===== config.mk =====
export PLATFORM = sky130hd
export DESIGN_NAME = circular_fifo_with_order_check_flat
export DESIGN_NICKNAME = d
export VERILOG_FILES = /design/src/design/cfoc_pkg.sv /design/src/design/cfoc_if.sv /design/src/design/cfoc_ctrl.sv /design/src/design/cfoc_datapath.sv /design/src/design/circular_fifo_with_order_check.sv /design/src/flat_wrapper.sv
export SDC_FILE = /design/constraint.sdc
export NUM_CORES = 2
export LEC_CHECK = 0
export BUFFER_PORTS_ARGS = -buffer_cell sky130_fd_sc_hd__buf_4
export CAP_MARGIN = 20
export CORE_MARGIN = 2
export CORE_UTILIZATION = 60
export CTS_CLUSTER_SIZE = 20
export DETAILED_ROUTE_END_ITERATION = 7
export PLACE_DENSITY_LB_ADDON = 0.1
export SLEW_MARGIN = 30
export SYNTH_ARGS = -nofsm -noshare
export SYNTH_HDL_FRONTEND = slang
export SYNTH_HIERARCHICAL = 1
export SYNTH_SLANG_ARGS = --single-unit

===== constraint.sdc =====
create_clock -name i_clk -period 5.5 [get_ports i_clk]
set_input_delay 0.275 -clock i_clk [delete_from_list [all_inputs] [get_ports i_clk]]
set_output_delay 0.275 -clock i_clk [all_outputs]
set_load 0.01 [all_outputs]

===== src/design/cfoc_pkg.sv =====
// shared constants, operation codes and controller/datapath signal groups
package cfoc_pkg;

    localparam int CAPACITY   = 64;
    localparam int DATA_WIDTH = 32;
    localparam int VALUE_W    = 32;
    localparam int COUNT_W    = 7;

    typedef enum logic [1:0] {
        OP_ENQUEUE = 2'd0,
        OP_DEQUEUE = 2'd1,
        OP_CLEAR   = 2'd2,
        OP_CHECK   = 2'd3
    } t_op;

    typedef struct packed {
        logic exec;
        logic start;
        logic walk;
        logic load;
    } t_cmd;

    typedef struct packed {
        logic walk_done;
    } t_status;

endpackage


===== src/design/cfoc_if.sv =====
// request and response channel interfaces
interface cfoc_req_if;
    logic                        valid;
    logic                        ready;
    logic [1:0]                  op;
    logic [cfoc_pkg::VALUE_W-1:0] entry_value;

    modport source (output valid, output op, output entry_value, input ready);
    modport sink (input valid, input op, input entry_value, output ready);
    modport monitor (input valid, input ready, input op, input entry_value);
endinterface

interface cfoc_rsp_if;
    logic                         valid;
    logic                         ready;
    logic                         accepted;
    logic [cfoc_pkg::COUNT_W-1:0] entry_count;
    logic                         is_empty;
    logic [cfoc_pkg::VALUE_W-1:0] front_value;
    logic                         front_valid;
    logic                         in_order;

    modport source (
        output valid, output accepted, output entry_count, output is_empty,
        output front_value, output front_valid, output in_order, input ready
    );
    modport sink (
        input valid, input accepted, input entry_count, input is_empty,
        input front_value, input front_valid, input in_order, output ready
    );
    modport monitor (
        input valid, input ready, input accepted, input entry_count, input is_empty,
        input front_value, input front_valid, input in_order
    );
endinterface


===== src/design/cfoc_ctrl.sv =====
// controller state machine: accept, walk the stored entries, deliver the result
module cfoc_ctrl (
    input  logic              i_clk,
    input  logic              i_rst_n,
    input  logic              i_in_valid,
    output logic              o_in_ready,
    input  logic              i_out_ready,
    output logic              o_out_valid,
    input  cfoc_pkg::t_status i_status,
    output cfoc_pkg::t_cmd    o_cmd
);

    typedef enum logic [1:0] {
        S_IDLE,
        S_START,
        S_WALK,
        S_RESULT
    } t_state;

    t_state r_state;
    logic   r_out_valid;
    logic   w_slot_free;

    assign w_slot_free = !r_out_valid || i_out_ready;
    assign o_in_ready  = (r_state == S_IDLE);
    assign o_out_valid = r_out_valid;

    always_comb begin
        o_cmd       = '0;
        o_cmd.exec  = (r_state == S_IDLE) && i_in_valid;
        o_cmd.start = (r_state == S_START);
        o_cmd.walk  = (r_state == S_WALK);
        o_cmd.load  = (r_state == S_RESULT) && w_slot_free;
    end

    always_ff @(posedge i_clk) begin
        if (!i_rst_n) begin
            r_state     <= S_IDLE;
            r_out_valid <= 1'b0;
        end else begin
            if (o_cmd.load) begin
                r_out_valid <= 1'b1;
            end else if (i_out_ready) begin
                r_out_valid <= 1'b0;
            end
            case (r_state)
                S_IDLE: begin
                    if (i_in_valid) r_state <= S_START;
                end
                S_START: r_state <= S_WALK;
                S_WALK: begin
                    if (i_status.walk_done) r_state <= S_RESULT;
                end
                S_RESULT: begin
                    if (w_slot_free) r_state <= S_IDLE;
                end
                default: r_state <= S_IDLE;
            endcase
        end
    end

endmodule


===== src/design/cfoc_datapath.sv =====
// queue indices, entry memory, order compare and result register
module cfoc_datapath #(
    parameter int CAPACITY   = cfoc_pkg::CAPACITY,
    parameter int DATA_WIDTH = cfoc_pkg::DATA_WIDTH
) (
    input  logic                         i_clk,
    input  logic                         i_rst_n,
    input  cfoc_pkg::t_cmd               i_cmd,
    output cfoc_pkg::t_status            o_status,
    input  logic [1:0]                   i_op,
    input  logic [cfoc_pkg::VALUE_W-1:0] i_entry_value,
    output logic                         o_accepted,
    output logic [cfoc_pkg::COUNT_W-1:0] o_entry_count,
    output logic                         o_is_empty,
    output logic [cfoc_pkg::VALUE_W-1:0] o_front_value,
    output logic                         o_front_valid,
    output logic                         o_in_order
);

    localparam int AW = (CAPACITY > 1) ? $clog2(CAPACITY) : 1;
    localparam int CW = $clog2(CAPACITY + 1);

    logic [DATA_WIDTH-1:0] mem [CAPACITY];

    logic [AW-1:0]         r_front;
    logic [AW-1:0]         r_back;
    logic [CW-1:0]         r_count;
    logic [AW-1:0]         r_walk;
    logic [CW-1:0]         r_left;
    logic                  r_pend;

    cfoc_pkg::t_op         w_op;
    cfoc_pkg::t_op         r_op;
    logic                  w_full;
    logic                  w_acc;
    logic [AW-1:0]         w_next_back;
    logic [63:0]           w_value_ext;
    logic [63:0]           w_front_ext;
    logic                  r_acc;
    logic [DATA_WIDTH-1:0] r_rd_data;
    logic [DATA_WIDTH-1:0] r_prev;
    logic [DATA_WIDTH-1:0] r_front_data;
    logic                  r_first;
    logic                  r_order;

    function automatic logic [AW-1:0] next_slot(input logic [AW-1:0] i_idx);
        return (i_idx == AW'(CAPACITY - 1)) ? '0 : i_idx + 1'b1;
    endfunction

    assign w_op        = cfoc_pkg::t_op'(i_op);
    assign w_full      = (r_count == CW'(CAPACITY));
    assign w_next_back = next_slot(r_back);
    assign w_value_ext = 64'(i_entry_value);
    assign w_front_ext = 64'(r_front_data);

    always_comb begin
        case (w_op)
            cfoc_pkg::OP_ENQUEUE: w_acc = !w_full;
            cfoc_pkg::OP_DEQUEUE: w_acc = (r_count != '0);
            default:              w_acc = 1'b1;
        endcase
    end

    assign o_status.walk_done = (r_left == '0) && !r_pend;

    always_ff @(posedge i_clk) begin
        if (!i_rst_n) begin
            r_front <= '0;
            r_back  <= AW'(CAPACITY - 1);
            r_count <= '0;
            r_walk  <= '0;
            r_left  <= '0;
            r_pend  <= 1'b0;
        end else begin
            if (i_cmd.exec) begin
                case (w_op)
                    cfoc_pkg::OP_ENQUEUE: begin
                        if (!w_full) begin
                            r_back  <= w_next_back;
                            r_count <= r_count + 1'b1;
                        end
                    end
                    cfoc_pkg::OP_DEQUEUE: begin
                        if (r_count != '0) begin
                            r_front <= next_slot(r_front);
                            r_count <= r_count - 1'b1;
                        end
                    end
                    cfoc_pkg::OP_CLEAR: begin
                        r_front <= '0;
                        r_back  <= AW'(CAPACITY - 1);
                        r_count <= '0;
                    end
                    default: ;
                endcase
            end
            if (i_cmd.start) begin
                r_walk <= r_front;
                r_left <= (r_op == cfoc_pkg::OP_CHECK) ? r_count : CW'(r_count != '0);
                r_pend <= 1'b0;
            end
            if (i_cmd.walk) begin
                r_pend <= (r_left != '0);
                if (r_left != '0) begin
                    r_walk <= next_slot(r_walk);
                    r_left <= r_left - 1'b1;
                end
            end
        end
    end

    always_ff @(posedge i_clk) begin
        if (i_cmd.exec) begin
            r_op  <= w_op;
            r_acc <= w_acc;
            if ((w_op == cfoc_pkg::OP_ENQUEUE) && !w_full) begin
                mem[w_next_back] <= w_value_ext[DATA_WIDTH-1:0];
            end
        end
        if (i_cmd.start) begin
            r_first <= 1'b1;
            r_order <= 1'b1;
        end
        if (i_cmd.walk) begin
            if (r_left != '0) r_rd_data <= mem[r_walk];
            if (r_pend) begin
                if (r_first) begin
                    r_front_data <= r_rd_data;
                    r_first      <= 1'b0;
                end else if (r_rd_data > r_prev) begin
                    r_order <= 1'b0;
                end
                r_prev <= r_rd_data;
            end
        end
        if (i_cmd.load) begin
            o_accepted    <= r_acc;
            o_entry_count <= cfoc_pkg::COUNT_W'(r_count);
            o_is_empty    <= (r_count == '0);
            o_front_valid <= (r_count != '0);
            o_front_value <= (r_count != '0) ? w_front_ext[cfoc_pkg::VALUE_W-1:0] : '0;
            o_in_order    <= (r_op == cfoc_pkg::OP_CHECK) && r_order;
        end
    end

endmodule


===== src/design/circular_fifo_with_order_check.sv =====
// top level: circular fifo of data words with an order check
//
// i_req carries one operation per beat (op, entry_value): enqueue, dequeue,
// clear, or check that the held entries never rise from front to back.
// o_rsp returns exactly one beat per request with the accepted flag, the
// entry count, the empty flag, the front entry with its valid flag and the
// order flag of a check.
// Requests are taken one at a time: i_req.ready is high only while no
// operation is in progress. After an accepted beat the entries are read from
// the single read port of the entry memory, one per cycle: the front entry
// alone for enqueue and dequeue, all held entries for a check.
// After acceptance the controller steps through a start state, a walk state
// that reads the entries and a result state that loads the response
// register once that register is free. The next request is taken in the
// cycle after the response register loads.
// A stalled response is held in the output register while the next request
// is already accepted and worked on; only its own response waits.
// Reset empties the queue at once; the stored words are undefined.
module circular_fifo_with_order_check #(
    parameter int CAPACITY   = cfoc_pkg::CAPACITY,
    parameter int DATA_WIDTH = cfoc_pkg::DATA_WIDTH
) (
    input  logic       i_clk,
    input  logic       i_rst_n,
    cfoc_req_if.sink   i_req,
    cfoc_rsp_if.source o_rsp
);

    cfoc_pkg::t_cmd    w_cmd;
    cfoc_pkg::t_status w_status;

    cfoc_ctrl u_ctrl (
        .i_clk       (i_clk),
        .i_rst_n     (i_rst_n),
        .i_in_valid  (i_req.valid),
        .o_in_ready  (i_req.ready),
        .i_out_ready (o_rsp.ready),
        .o_out_valid (o_rsp.valid),
        .i_status    (w_status),
        .o_cmd       (w_cmd)
    );

    cfoc_datapath #(
        .CAPACITY   (CAPACITY),
        .DATA_WIDTH (DATA_WIDTH)
    ) u_datapath (
        .i_clk         (i_clk),
        .i_rst_n       (i_rst_n),
        .i_cmd         (w_cmd),
        .o_status      (w_status),
        .i_op          (i_req.op),
        .i_entry_value (i_req.entry_value),
        .o_accepted    (o_rsp.accepted),
        .o_entry_count (o_rsp.entry_count),
        .o_is_empty    (o_rsp.is_empty),
        .o_front_value (o_rsp.front_value),
        .o_front_valid (o_rsp.front_valid),
        .o_in_order    (o_rsp.in_order)
    );

endmodule


===== src/flat_wrapper.sv =====
// flat-port wrapper written by rule: the top's interface ports become plain ports
module circular_fifo_with_order_check_flat 
#(
    parameter int CAPACITY   = cfoc_pkg::CAPACITY,
    parameter int DATA_WIDTH = cfoc_pkg::DATA_WIDTH
)
  (i_clk, i_rst_n, i_req_valid, i_req_op, i_req_entry_value, i_req_ready, o_rsp_valid, o_rsp_accepted, o_rsp_entry_count, o_rsp_is_empty, o_rsp_front_value, o_rsp_front_valid, o_rsp_in_order, o_rsp_ready);
  cfoc_req_if i_req_i ();
  cfoc_rsp_if o_rsp_i ();
  input  logic i_clk;
  input  logic i_rst_n;
  input wire logic [$bits(i_req_i.valid)-1:0] i_req_valid;
  input wire logic [$bits(i_req_i.op)-1:0] i_req_op;
  input wire logic [$bits(i_req_i.entry_value)-1:0] i_req_entry_value;
  output wire logic [$bits(i_req_i.ready)-1:0] i_req_ready;
  output wire logic [$bits(o_rsp_i.valid)-1:0] o_rsp_valid;
  output wire logic [$bits(o_rsp_i.accepted)-1:0] o_rsp_accepted;
  output wire logic [$bits(o_rsp_i.entry_count)-1:0] o_rsp_entry_count;
  output wire logic [$bits(o_rsp_i.is_empty)-1:0] o_rsp_is_empty;
  output wire logic [$bits(o_rsp_i.front_value)-1:0] o_rsp_front_value;
  output wire logic [$bits(o_rsp_i.front_valid)-1:0] o_rsp_front_valid;
  output wire logic [$bits(o_rsp_i.in_order)-1:0] o_rsp_in_order;
  input wire logic [$bits(o_rsp_i.ready)-1:0] o_rsp_ready;
  assign i_req_i.valid = i_req_valid;
  assign i_req_i.op = i_req_op;
  assign i_req_i.entry_value = i_req_entry_value;
  assign i_req_ready = i_req_i.ready;
  assign o_rsp_valid = o_rsp_i.valid;
  assign o_rsp_accepted = o_rsp_i.accepted;
  assign o_rsp_entry_count = o_rsp_i.entry_count;
  assign o_rsp_is_empty = o_rsp_i.is_empty;
  assign o_rsp_front_value = o_rsp_i.front_value;
  assign o_rsp_front_valid = o_rsp_i.front_valid;
  assign o_rsp_in_order = o_rsp_i.in_order;
  assign o_rsp_i.ready = o_rsp_ready;
  circular_fifo_with_order_check #(.CAPACITY(CAPACITY), .DATA_WIDTH(DATA_WIDTH)) u_core (.i_clk(i_clk), .i_rst_n(i_rst_n), .i_req(i_req_i), .o_rsp(o_rsp_i));
endmodule

==> impl_metrics.toml <==
[floorplanning]
die_w_um = 382
rows = 138
initial_utilization_pct = 60.5
die_y_um = 382
dieArea_mm2 = 0.146
boundaryPins = 83
core_mm2 = 0.142

[final_layout]
mostFrequentLayoutCell = "edfxtp_1"
layout_common_cells = "edfxtp_1 (2,190), mux4_2 (493), clkbuf_16 (218), buf_4 (210), mux2i_1 (153)"
final_nets = 4250
num-fill-cells = 8835
final-seq-area_mm2 = 0.0665
area_delta_synth_final_pct = 12.9
drive_above_1_share_pct = 27.0
multi_input_area_mm2 = 0.0186

[timing]
hold_ws_ns = 0.0253
report.final.slew_viol_count = 0
min_period_ns = 4.27
finClkSkew_ns = 0.0230
fmax_ghz = 0.234
setup-violations-final = 0
finalSetupTns_ns = 0
rsz0062_at_grt = "false"
period_share_pct = 77.6
hold_violations = 0
tightestPinTransition_ns = 1.09
timing.slew.headroom_pct = 27.1

[synth]
syn-cell-area_mm2 = 0.0856
synthArstFlopShare_pct = 0
avgSynthCellArea_um2 = 21.9
seq_area_frac_synth_pct = 77.7
ys_top_cells_by_area = "edfxtp_1 (77%), mux4_2 (13%), mux2i_1 (1.8%)"
syn_inst = 3911
dominantRegCellSynth = "edfxtp_1"
synth_top_area_share_pct = 76.8
synth_top_area_cell = "edfxtp_1"
ys_types = 70
ys_ff_latch = 2228
syn-num-nets = 3995
synth-edff-count = 2190
ys.warnings.count = 6

[global_route]
grt_pass1_vias = 40100
use_met1_pct = 41.4
grt_pass1_wl_mm = 294
grt-ovfl-total = 0
grt_max_degree = 65
antenna_found_initial = 8
grt_usage_pct = 28.5
met3_usage_pct = 6.06
grt_most_used_layer = "met2"
gr-usage-met2_pct = 43.9

[place]
portBuffers = 82
dp_hpwl_mm = 123
globalplace.congestion = 0.902

[critical_path]
critPathRequiredTime_ns = 6.00
slowest_delay_ns = 0.77
slowest_stage = "nor2_4"
critPathArrivalTime_ns = 4.77
end_kind = "flip-flop"
crit_family = "simple AND/OR/NAND/NOR gates"
worstSetupStartpointType = "flip-flop"
crit_path_max_fanout = 18
worstSetupPathType = "flip-flop to flip-flop"
path_cells = "inv_1, ha_1, and2_1, nand2b_1, a311o_1, a311oi_2, nand2_1, nor2_4, buf_4"
critPathBufInv = 2

[clock_tree]
clock_latency_ns = 0.83
clockRootBuffer = "clkbuf_16"
clock-sinks = 2228
htreeDepth = 4
ctsLongestPathBuffers = 3
tritoncts = "done"
cts_buffers = 213
cts_resized = 0
clkTransAtPathRegs_ns = 0.06

[run]
cap_violations = 0

[run_status]
outcome = "finished clean"

[drt]
drc = 0
wl_per_cell_um = 32.8
drtIter0Drc = 5304
vias_per_cell = 6.59
num_vias = 41100
drt_pass1_iterations = 8
wl_mm = 205
antenna_left = 0

[hold_path]
worstHoldPathType = "input pin to flip-flop"

[power_and_ir_drop]
total_leakage_power_uw = 0.0297
ir_drop_v = 0.000326
cellPowerDensity_mw_per_mm2 = 405
-- cell type report --
| type | instances | share of cell area, % |
|---|---|---|
| Timing Repair Buffer | 241 | 2.25 |
| Antenna cell | 2 | 0.00518 |
| Sequential cell | 2228 | 68.8 |
| Inverter | 52 | 0.202 |
| Clock inverter | 113 | 1.13 |
| Multi-Input combinational cell | 1430 | 19.2 |
| Tap cell | 1890 | 2.45 |
| Clock buffer | 279 | 5.90 |
-- layer usage --
metal	vias to the layer above	routed length [um]	share of wire, %
met2	1886	98200	48
li1	17000	-	-
met3	315	18400	9.0
met5	-	0	0
met4	0	7090	3.5
met1	21900	80900	40
-- path summary, 6_finish.rpt --
check | start | slack, ns | cells after the start | to
min reg2reg | u_core/u_datapath/r_acc | 0.44 | 0 | u_core/u_datapath/o_accepted
min | i_req_entry_value[19] | 0.03 | 1 | u_core/u_datapath/mem[19][19]
max reg2reg | u_core/u_ctrl/r_state[0] | 1.23 | 9 | u_core/u_datapath/mem[21][19]
max | u_core/u_ctrl/r_state[0] | 1.23 | 9 | u_core/u_datapath/mem[21][19]
-- per-stage QoR --
step / instances / setup slack [ns] / utilization (%) / power [uW] / area, um^2
3_3_place_gp: 5821 / 1.40 / 63.2 / 25200 / 89500
5_1_grt: 6233 / 1.08 / 68.3 / 40300 / 96700
4_1_cts: 6231 / 1.29 / 68.2 / 39400 / 96600
2_1_floorplan: 3911 / 1.55 / - / 22900 / 85600
6_report: 6235 / 1.23 / 68.3 / 39200 / 96700
3_5_place_dp: 5834 / 1.30 / 63.4 / 25300 / 89800
-- cell families (layout without fill, tap and decap cells) --
logic type	count (synthesis)	count (layout)	synth area share [%]
DFF	2228	2228	77.7
AOI/OAI and AO/OA	348	348	2.98
and+or+nand+nor	325	325	1.83
other	0	2	0
buffers and inverters	253	685	1.23
xor gates and xnor gates	8	8	0.0818
adders and majority gates	46	46	0.681
muxes	703	703	15.5
-- sequential cells by signal, indices dropped and copies added, names as in the netlist, 2 cells and up --
name	count
u_core/u_datapath/r_op	2
u_core/u_ctrl/r_state	2
u_core/u_datapath/r_front	6
u_core/u_datapath/o_front_value	32
u_core/u_datapath/r_front_data	32
u_core/u_datapath/r_left	7
u_core/u_datapath/r_rd_data	32
u_core/u_datapath/r_prev	32
u_core/u_datapath/r_back	6
u_core/u_datapath/r_count	7
u_core/u_datapath/mem	2048
u_core/u_datapath/r_walk	6
u_core/u_datapath/o_entry_count	7
-- report_power, final --
group / internal (uW) / switching (uW)
Combinational: 2380 / 3430
Clock: 8170 / 6060
Sequential: 18900 / 210
Total: 29500 / 9700
-- cells in the mapped netlist (27+ instances only) --
cell type / instances
edfxtp_1: 2190
mux4_2: 493
mux2i_1: 155
nor2_1: 139
clkbuf_1: 97
buf_2: 69
nand2_1: 56
mux2_2: 55
inv_1: 52
a22oi_1: 49
ha_1: 45
a21oi_1: 41
and2_1: 41
a221oi_1: 40
o221ai_1: 40
o21ai_0: 39
dfxtp_1: 38
buf_1: 32
o22ai_1: 29
a211oi_1: 27
-- what timing repair did --
| item | CTS | global route |
|---|---|---|
| endpoints found under the hold margin | 21 | 0 |
| setup buffers | 0 | 0 |
| hold buffers | 5 | 0 |
No activity file was read; power rests on OpenSTA's default activity.
